<file path="src/rtl/s5hp_pkg.sv">
// ----------------------------------------------------------------------------
// s5hp_pkg
// Shared types and constants for the SOCKS5 header parser.
// ----------------------------------------------------------------------------
`default_nettype none

package s5hp_pkg;

  // Register port geometry
  localparam int unsigned PADDR_W = 3;
  localparam int unsigned PDATA_W = 32;

  // Protocol constants
  localparam logic [7:0] SOCKS_VERSION = 8'd5;
  localparam logic [7:0] ATYP_IPV4     = 8'd1;
  localparam logic [7:0] ATYP_DOMAIN   = 8'd3;
  localparam logic [7:0] ATYP_IPV6     = 8'd4;
  localparam logic [7:0] IPV4_LEN      = 8'd4;
  localparam logic [7:0] IPV6_LEN      = 8'd16;

  // Parse phase, one-hot
  typedef enum logic [9:0] {
    PH_FIRST  = 10'b00_0000_0001,
    PH_SECOND = 10'b00_0000_0010,
    PH_THIRD  = 10'b00_0000_0100,
    PH_ATYP   = 10'b00_0000_1000,
    PH_DLEN   = 10'b00_0001_0000,
    PH_ADDR   = 10'b00_0010_0000,
    PH_PORTH  = 10'b00_0100_0000,
    PH_PORTL  = 10'b00_1000_0000,
    PH_TAIL   = 10'b01_0000_0000,
    PH_ERROR  = 10'b10_0000_0000
  } phase_e;

  // Byte roles
  typedef enum logic [3:0] {
    ROLE_RESERVED = 4'd0,
    ROLE_FRAGMENT = 4'd1,
    ROLE_VERSION  = 4'd2,
    ROLE_COMMAND  = 4'd3,
    ROLE_ATYP     = 4'd4,
    ROLE_DLEN     = 4'd5,
    ROLE_ADDRESS  = 4'd6,
    ROLE_PORT_HI  = 4'd7,
    ROLE_PORT_LO  = 4'd8,
    ROLE_PAYLOAD  = 4'd9,
    ROLE_IGNORED  = 4'd10
  } role_e;

  // Address kinds
  typedef enum logic [1:0] {
    KIND_IPV4    = 2'd0,
    KIND_DOMAIN  = 2'd1,
    KIND_IPV6    = 2'd2,
    KIND_UNKNOWN = 2'd3
  } kind_e;

  // Message status codes
  typedef enum logic [1:0] {
    ST_OK          = 2'd0,
    ST_TRUNCATED   = 2'd1,
    ST_BAD_ATYP    = 2'd2,
    ST_BAD_VERSION = 2'd3
  } status_e;

  // Register indexes
  localparam logic [PADDR_W-3:0] REG_HEADER_MODE = '0;

  typedef struct packed {
    logic [7:0] data_byte;
    logic       end_of_message;
  } in_t;

  typedef struct packed {
    logic [7:0] out_byte;
    logic [3:0] role;
    logic [1:0] address_kind;
    logic [7:0] byte_index;
    logic       last;
    logic [1:0] status;
  } out_t;

endpackage

`default_nettype wire

</file>
<file path="src/rtl/socks5_header_parser.sv">
// ----------------------------------------------------------------------------
// socks5_header_parser
// Tags each byte of a SOCKS5 UDP or TCP header with its role and reports
// the message status on the final byte.
// ----------------------------------------------------------------------------
// The result of each accepted word is registered in the output stage.
// Throughput: one word per cycle while the skid entry is empty; the phase machine
// and address counters update in the accept cycle, so words stream back to back.
// A two-entry output stage (result register plus skid) decouples the sides.
// Reset: rst_ni clears phase, counters, error, header_mode and valid flags.
`default_nettype none

module socks5_header_parser (
  input  wire                               clk_i,
  input  wire                               rst_ni,
  // Input words
  input  wire                               in_valid_i,
  output logic                              in_ready_o,
  input  wire  s5hp_pkg::in_t               in_data_i,
  // Result words
  output logic                              out_valid_o,
  input  wire                               out_ready_i,
  output s5hp_pkg::out_t                    out_data_o,
  // Register port
  input  wire                               psel,
  input  wire                               penable,
  input  wire                               pwrite,
  input  wire  [s5hp_pkg::PADDR_W-1:0]      paddr,
  input  wire  [s5hp_pkg::PDATA_W-1:0]      pwdata,
  output logic [s5hp_pkg::PDATA_W-1:0]      prdata,
  output logic                              pready
);

  // Configuration
  logic header_mode_q;
  logic reg_sel;

  assign pready  = 1'b1;
  assign reg_sel = (paddr[s5hp_pkg::PADDR_W-1:2] == s5hp_pkg::REG_HEADER_MODE);

  always_ff @(posedge clk_i or negedge rst_ni) begin
    if (!rst_ni) begin
      header_mode_q <= 1'b0;
    end else if (psel && penable && pwrite && reg_sel) begin
      header_mode_q <= pwdata[0];
    end
  end

  // Read back the register
  always_comb begin
    prdata = '0;
    if (reg_sel) begin
      prdata[0] = header_mode_q;
    end
  end

  // Message state
  s5hp_pkg::phase_e phase_q, phase_d;
  logic [1:0]       kind_q, kind_d;
  logic [7:0]       left_q, left_d;
  logic [7:0]       count_q, count_d;
  logic [1:0]       err_q, err_d;

  // Output stage
  logic           out_valid_q, skid_valid_q;
  s5hp_pkg::out_t out_q, skid_q;
  s5hp_pkg::out_t res;

  logic accept, pop, tcp;
  logic [3:0] role;
  logic [7:0] idx;
  logic [1:0] status;
  logic [7:0] b;

  assign in_ready_o = !skid_valid_q;
  assign accept     = in_valid_i && in_ready_o;
  assign pop        = out_valid_q && out_ready_i;
  assign tcp        = header_mode_q;
  assign b          = in_data_i.data_byte;

  // Decode one word against the current phase
  always_comb begin
    phase_d = phase_q;
    kind_d  = kind_q;
    left_d  = left_q;
    count_d = count_q;
    err_d   = err_q;
    role    = s5hp_pkg::ROLE_IGNORED;
    idx     = 8'd0;
    status  = s5hp_pkg::ST_OK;

    unique case (phase_q)
      s5hp_pkg::PH_FIRST: begin
        if (tcp) begin
          role = s5hp_pkg::ROLE_VERSION;
          if (b != s5hp_pkg::SOCKS_VERSION) begin
            err_d   = s5hp_pkg::ST_BAD_VERSION;
            phase_d = s5hp_pkg::PH_ERROR;
          end else begin
            phase_d = s5hp_pkg::PH_SECOND;
          end
        end else begin
          role    = s5hp_pkg::ROLE_RESERVED;
          phase_d = s5hp_pkg::PH_SECOND;
        end
      end
      s5hp_pkg::PH_SECOND: begin
        role    = tcp ? s5hp_pkg::ROLE_COMMAND : s5hp_pkg::ROLE_RESERVED;
        phase_d = s5hp_pkg::PH_THIRD;
      end
      s5hp_pkg::PH_THIRD: begin
        role    = tcp ? s5hp_pkg::ROLE_RESERVED : s5hp_pkg::ROLE_FRAGMENT;
        phase_d = s5hp_pkg::PH_ATYP;
      end
      s5hp_pkg::PH_ATYP: begin
        role    = s5hp_pkg::ROLE_ATYP;
        count_d = 8'd0;
        if (b == s5hp_pkg::ATYP_IPV4) begin
          kind_d  = s5hp_pkg::KIND_IPV4;
          left_d  = s5hp_pkg::IPV4_LEN;
          phase_d = s5hp_pkg::PH_ADDR;
        end else if (b == s5hp_pkg::ATYP_IPV6) begin
          kind_d  = s5hp_pkg::KIND_IPV6;
          left_d  = s5hp_pkg::IPV6_LEN;
          phase_d = s5hp_pkg::PH_ADDR;
        end else if (b == s5hp_pkg::ATYP_DOMAIN) begin
          kind_d  = s5hp_pkg::KIND_DOMAIN;
          phase_d = s5hp_pkg::PH_DLEN;
        end else begin
          kind_d  = s5hp_pkg::KIND_UNKNOWN;
          err_d   = s5hp_pkg::ST_BAD_ATYP;
          phase_d = s5hp_pkg::PH_ERROR;
        end
      end
      s5hp_pkg::PH_DLEN: begin
        role    = s5hp_pkg::ROLE_DLEN;
        left_d  = b;
        count_d = 8'd0;
        phase_d = (b != 8'd0) ? s5hp_pkg::PH_ADDR : s5hp_pkg::PH_PORTH;
      end
      s5hp_pkg::PH_ADDR: begin
        role    = s5hp_pkg::ROLE_ADDRESS;
        idx     = count_q;
        count_d = count_q + 8'd1;
        if (left_q <= 8'd1) begin
          left_d  = 8'd0;
          phase_d = s5hp_pkg::PH_PORTH;
        end else begin
          left_d  = left_q - 8'd1;
        end
      end
      s5hp_pkg::PH_PORTH: begin
        role    = s5hp_pkg::ROLE_PORT_HI;
        phase_d = s5hp_pkg::PH_PORTL;
      end
      s5hp_pkg::PH_PORTL: begin
        role    = s5hp_pkg::ROLE_PORT_LO;
        phase_d = s5hp_pkg::PH_TAIL;
      end
      s5hp_pkg::PH_TAIL: begin
        role = tcp ? s5hp_pkg::ROLE_IGNORED : s5hp_pkg::ROLE_PAYLOAD;
      end
      default: begin
        role    = s5hp_pkg::ROLE_IGNORED;
        phase_d = s5hp_pkg::PH_ERROR;
      end
    endcase

    // Assemble the result before the end-of-message clear
    res.out_byte     = b;
    res.role         = role;
    res.address_kind = kind_d;
    res.byte_index   = idx;
    res.last         = in_data_i.end_of_message;

    // Report status and restart on the final word
    if (in_data_i.end_of_message) begin
      if (err_d != s5hp_pkg::ST_OK) begin
        status = err_d;
      end else if (phase_d == s5hp_pkg::PH_TAIL) begin
        status = s5hp_pkg::ST_OK;
      end else begin
        status = s5hp_pkg::ST_TRUNCATED;
      end
      phase_d = s5hp_pkg::PH_FIRST;
      kind_d  = s5hp_pkg::KIND_UNKNOWN;
      left_d  = 8'd0;
      count_d = 8'd0;
      err_d   = s5hp_pkg::ST_OK;
    end
    res.status = status;
  end

  // Advance message state on each accepted word
  always_ff @(posedge clk_i or negedge rst_ni) begin
    if (!rst_ni) begin
      phase_q <= s5hp_pkg::PH_FIRST;
      kind_q  <= s5hp_pkg::KIND_UNKNOWN;
      left_q  <= 8'd0;
      count_q <= 8'd0;
      err_q   <= s5hp_pkg::ST_OK;
    end else if (accept) begin
      phase_q <= phase_d;
      kind_q  <= kind_d;
      left_q  <= left_d;
      count_q <= count_d;
      err_q   <= err_d;
    end
  end

  // Output and skid valid flags
  always_ff @(posedge clk_i or negedge rst_ni) begin
    if (!rst_ni) begin
      out_valid_q  <= 1'b0;
      skid_valid_q <= 1'b0;
    end else if (pop) begin
      if (skid_valid_q) begin
        skid_valid_q <= 1'b0;
      end else if (!accept) begin
        out_valid_q <= 1'b0;
      end
    end else if (accept) begin
      if (!out_valid_q) begin
        out_valid_q <= 1'b1;
      end else begin
        skid_valid_q <= 1'b1;
      end
    end
  end

  // Output and skid payload
  always_ff @(posedge clk_i) begin
    if (pop) begin
      if (skid_valid_q) begin
        out_q <= skid_q;
      end else if (accept) begin
        out_q <= res;
      end
    end else if (accept) begin
      if (!out_valid_q) begin
        out_q <= res;
      end else begin
        skid_q <= res;
      end
    end
  end

  assign out_valid_o = out_valid_q;
  assign out_data_o  = out_q;

endmodule

`default_nettype wire
</file>
<file path="config.mk">
export PLATFORM = sky130hd
export DESIGN_NAME = socks5_header_parser
export DESIGN_NICKNAME = d
export VERILOG_FILES = /design/src/rtl/s5hp_pkg.sv /design/src/rtl/socks5_header_parser.sv
export SDC_FILE = /design/constraint.sdc
export NUM_CORES = 1
export LEC_CHECK = 0
export ABC_AREA = 1
export BUFFER_PORTS_ARGS = -buffer_cell sky130_fd_sc_hd__buf_4
export CORE_MARGIN = 4
export CORE_UTILIZATION = 50
export CTS_CLUSTER_DIAMETER = 50
export DETAILED_ROUTE_END_ITERATION = 10
export PLACE_DENSITY = 0.78
export SLEW_MARGIN = 25
export SYNTH_ARGS = -nofsm -noshare
export SYNTH_HDL_FRONTEND = slang
export SYNTH_SLANG_ARGS = --single-unit
</file>
<file path="constraint.sdc">
create_clock -name clk_i -period 3.6 [get_ports clk_i]
set_input_delay 0.18 -clock clk_i [delete_from_list [all_inputs] [get_ports clk_i]]
set_output_delay 0.18 -clock clk_i [all_outputs]
set_load 0.02 [all_outputs]
</file>
# ---- Word-level counts from Yosys, hierarchy flattened
# Cells that the tools add are included.
dict set report totals {
  word_cells 113
  output_inout_bits 60
  ff_bits 83
  inputBits 51
}
dict set report op_classes {
  eq_ne 18
  reduce_logical 20
  mux 50
  n_lt_le_gt_ge 1
  addsub 2
  bitwise 2
}
# operator n
set ops {}
lappend ops {{25-bit 2-to-1 mux} 5}
lappend ops {{10-bit case mux with 9 select lines} 1}
lappend ops {{10-bit 2-to-1 mux} 7}
lappend ops {{8-bit 2-to-1 mux} 6}
lappend ops {{4-bit case mux with 9 select lines} 1}
lappend ops {{2-bit 2-to-1 mux} 16}
lappend ops {{8-bit case mux with 3 select lines} 1}
lappend ops {{10-bit by 9-bit equality test with 1-bit output (second input constant)} 2}
lappend ops {{8-bit case mux with 2 select lines} 1}
lappend ops {{3-bit AND reduction} 4}
lappend ops {{10-bit by 1-bit equality test with 1-bit output (second input constant)} 1}
lappend ops {{10-bit by 2-bit equality test with 1-bit output (second input constant)} 1}
lappend ops {{10-bit by 3-bit equality test with 1-bit output (second input constant)} 1}
lappend ops {{10-bit by 4-bit equality test with 1-bit output (second input constant)} 1}
lappend ops {{10-bit by 5-bit equality test with 1-bit output (second input constant)} 1}
lappend ops {{10-bit by 6-bit equality test with 1-bit output (second input constant)} 1}
lappend ops {{10-bit by 7-bit equality test with 1-bit output (second input constant)} 1}
lappend ops {{10-bit by 8-bit equality test with 1-bit output (second input constant)} 1}
lappend ops {{1-bit 2-to-1 mux} 10}
lappend ops {{8-bit by 1-bit adder with 8-bit output (second input constant)} 1}
lappend ops {{8-bit by 1-bit equality test with 1-bit output (second input constant)} 1}
lappend ops {{8-bit by 2-bit equality test with 1-bit output (second input constant)} 1}
lappend ops {{8-bit by 3-bit equality test with 1-bit output (second input constant)} 1}
lappend ops {{8-bit by 1-bit <= comparator with 1-bit output (second input constant)} 1}
lappend ops {{16 further kinds} 26}

# ---- Longest topological paths before layout
dict set report logic_depth {
  ltp_word 12
  mapped_depth 11
  depth_no_buf 11
}

# ---- Least setup slack after synthesis
# OpenSTA, ideal clock, no wires.
dict set report synth_path {
  path_kind {reg2reg}
  from {reg skid_valid_q}
  to {reg skid_q[0] (netlist name), enable pin}
  path_stages_with_launch 4
  t_arrival_ns 2.537
  setup_ns 0.439
  slack_ns 0.624
  synth_period_minus_slack_ns 2.976
  cell_sequence {dfrtp_1 -> inv_1 -> nand2_1 -> nor3_1}
}
dict set report synth_between {
  elab_chain_cells 3
}
# element line_no
set synth_rtl {}
lappend synth_rtl {{start: declaration} socks5_header_parser.sv:65} ;# logic out_valid_q, skid_valid_q;
lappend synth_rtl {{start signal: assignment} socks5_header_parser.sv:215} ;# skid_valid_q <= 1'b0;
lappend synth_rtl {{start signal: assignment} socks5_header_parser.sv:218} ;# skid_valid_q <= 1'b0;
lappend synth_rtl {{start signal: assignment} socks5_header_parser.sv:226} ;# skid_valid_q <= 1'b1;
lappend synth_rtl {{1-bit zero test} socks5_header_parser.sv:75} ;# assign in_ready_o = !skid_valid_q;
lappend synth_rtl {{named net in_ready_o} socks5_header_parser.sv:18} ;# output logic in_ready_o,
lappend synth_rtl {{1-bit logical AND} socks5_header_parser.sv:76} ;# assign accept = in_valid_i && in_ready_o;
lappend synth_rtl {{3-bit AND reduction (no source line)} --}
lappend synth_rtl {{end signal: assignment} socks5_header_parser.sv:243} ;# skid_q <= res;
lappend synth_rtl {{end: declaration} socks5_header_parser.sv:66} ;# s5hp_pkg::out_t out_q, skid_q;
# The timed path passes the listed nets, and every way through them passes these cells.
# A chain may end at the register's enable or synchronous reset.

==> flow_summary.yaml <==
floorplanning:
  die_height_um: 103
  die_x_um: 103
  pin_count: 111
  row_count: 34
  dieArea_um2: 10600
  start_util_pct: 51.5
  core_um2: 8760
grt:
  gr-total-overflow: 0
  grt_pass1_vias: 3076
  gr-usage-all-layers_pct: 17.1
  grt_pass1_wl_um: 14300
  grt_antenna_before_repair: 0
  grt_max_degree: 34
pwr:
  p_per_area_nw_per_um2: 605
  finalPower_mw: 3.06
  vdd_ir_drop_max_uv: 285
  leakage_nw: 2.31
critical_path:
  worstPathCellList: "nor2_2 > nand2_2 > nor2_4 > nand2_1 > nand2_1 > nor2_2 > nand3_1 > nand2_1 > nand2_1 > nand2_1"
  worst_setup_path_start_kind: "flip-flop"
  crit_path_max_incr_delay_ps: 460
  cp.required_ps: 3720
  worstSetupEndpointType: "flip-flop"
  path_max_fanout: 13
  critPathLaunch: "phase_q[9]"
  critPathKind: "flip-flop to flip-flop"
  r2r_start: "phase_q[9]"
  crit_buf_inv: 0
  worstPathArrival_ps: 2330
  crit_end: "out_data_o[14]"
  crit_path_frequent_cell: "nand2_1"
  reg2reg_to: "out_data_o[14]"
  path_depth: 10
  r2r_slack_ps: 1390
  worst-r2r-cell-count: 10
  cp_top_family: "simple AND/OR/NAND/NOR gates"
  cp_slowest_cell: "nor2_2"
timing:
  finalWorstSetupSlack_ps: 1390
  slew_headroom_pct: 63.1
  layout_worst_path_cycle_share_pct: 61.3
  hold_viol_final: 0
  slew_violations: 0
  holdWs_ps: 42.9
  worst_slew_pin_slew_ps: 554
  finalCriticalPeriod_ps: 2210
  setup_viol: 0
  rsz0062_at_grt: "no"
  tns_ps: 0
  finClkSkew_ps: 12.3
  fmax_mhz: 453
placement:
  preCtsSetupSlack_ps: 1400
  place_area_um2: 4840
  dp_hpwl_um: 6630
  port_buffers: 45
  gp_congestion: 0.930
  dp_cells: 676
layout:
  fin_util_pct: 57.6
  drive_above_1_share_pct: 17.1
  syn_to_final_growth_pct: 11.9
  fin_cells: 693
  antenna_cells: 0
  nFillCells: 759
  nets: 635
  final_area_um2: 5050
drt:
  ant_nets: 0
  dr.pass1.iters: 5
  vias_per_cell: 5.02
  drcViolationCount: 0
  vias: 3479
  drt_iter0_markers: 296
  wirelength_um: 8750
  routedWlPerCell_um: 12.6
clock_tree:
  cts.reportedPaths.clkPinSlew_ps: 90
  htreeDepth: 3
  cts_sinks: 83
  cts_tree: "yes"
  cts_inserted_buffers: 9
  cts_buffer_depth: 2
  clock_latency_ps: 360
  root_buffer: "clkbuf_8"
flow_run:
  cap_violations: 0
outcome:
  status: "finished, final reports clean"
synth:
  ys.warnings.count: 0
  yosysUniqueCellTypes: 40
  synth_cells: 531
  seq_area_frac_synth_pct: 51.7
  synth_area_per_cell_um2: 8.49
  netlist_area_um2: 4510
  synth-seq-cells: 83
worst_hold_path:
  hold_start: "in_data_i[5]"
  hold_path_class: "input port to flip-flop"
state kept, by name (all words and copies together), names as in the netlist:
register	flops
out_data_o	25
skid_q	25
phase_q	10
count_q	8
left_q	8
err_q	2
kind_q	2
header_mode_q	1
out_valid_o	1
skid_valid_q	1
kinds of logic (layout without fill, tap and decap cells):
| kind of cell | Yosys count | count (layout) | share of synthesized area (%) |
|---|---|---|---|
| and+or+nand+nor | 281 | 281 | 27.9 |
| buffers and inverters | 100 | 124 | 11.3 |
| DFF | 83 | 83 | 51.7 |
| AOI/OAI and AO/OA | 56 | 56 | 6.85 |
| xor gates and xnor gates | 5 | 5 | 0.971 |
| adders and majority gates | 4 | 4 | 1.11 |
| other | 2 | 32 | 0.166 |
layer usage:
metal	track usage [%]	vias to the layer above	wire length, um
met3	3.92	17	627
li1	-	1762	-
met1	23.8	1580	4040
met4	6.27	0	204
met5	0	-	0
met2	26.3	120	3870
layout by cell type (no fill, tap or decap), drive strengths merged, types with 17 or more instances in the layout:
cell type / count
a21oi: 17
buf: 48
conb: 32
dfrtp: 30
edfxtp: 50
inv: 59
nand2: 157
nand3: 32
nor2: 64
o21ai: 29
Yosys cell counts (all sizes together):
library cell  count  area (um2)
o211ai            1        7.51
nor4              1        12.5
nand2           157         609
clkinv            2        7.51
or2               1        6.26
buf              38         279
conb              2        7.51
inv              57         214
xnor2             1        8.76
nand4            12        75.1
edfxtp           50        1500
nor3              9        61.3
nor3b             1        7.51
dfrtp            30         751
clkbuf            3        11.3
o21ai            29         149
xor2              4        35.0
nand3            32         170
and2              2        12.5
nand3b            2        15.0
a21oi            17        92.6
o22ai             5        31.3
dfstp             3        78.8
o21a              3        22.5
nor2             64         288
ha                4        50.1
a31oi             1        6.26
area by class of cell:
type / count / area (um2) / share of cell area [%]
Tap cell: 108 / 135 / 2.68
Clock buffer: 10 / 128 / 2.53
Timing Repair Buffer: 49 / 370 / 7.34
Inverter: 59 / 221 / 4.39
Multi-Input combinational cell: 378 / 1790 / 35.4
Sequential cell: 83 / 2330 / 46.2
Clock inverter: 6 / 72.6 / 1.44
report_power, final:
group          internal [mW]  switching, mW  total, mW  leakage [nW]
sequential              1.24         0.0746       1.32         0.896
combinational          0.336          0.720       1.06          1.32
clock                  0.328          0.352      0.680        0.0975
total                   1.91           1.15       3.06          2.31
repair_timing:
action                    4_1_cts  5_1_grt
resized for setup               0        0
hold buffers                    1        0
buffers inserted                0        0
hold endpoints to repair       30        0
how the worst min path moves through the flow:
| stage | end | slack (ps) | depth (start not counted) |
|---|---|---|---|
| 2_1_floorplan | count_q[0] | -120 | 0 |
| 3_3_place_gp | phase_q[8] | 150 | 1 |
| 3_5_place_dp | phase_q[1] | 150 | 1 |
| 4_1_cts | skid_q[23] | 30 | 1 |
| 5_1_grt | skid_q[23] | 30 | 1 |
| 6_report | skid_q[21] | 40 | 1 |
Note: power is estimated with default switching activity, not from simulation.
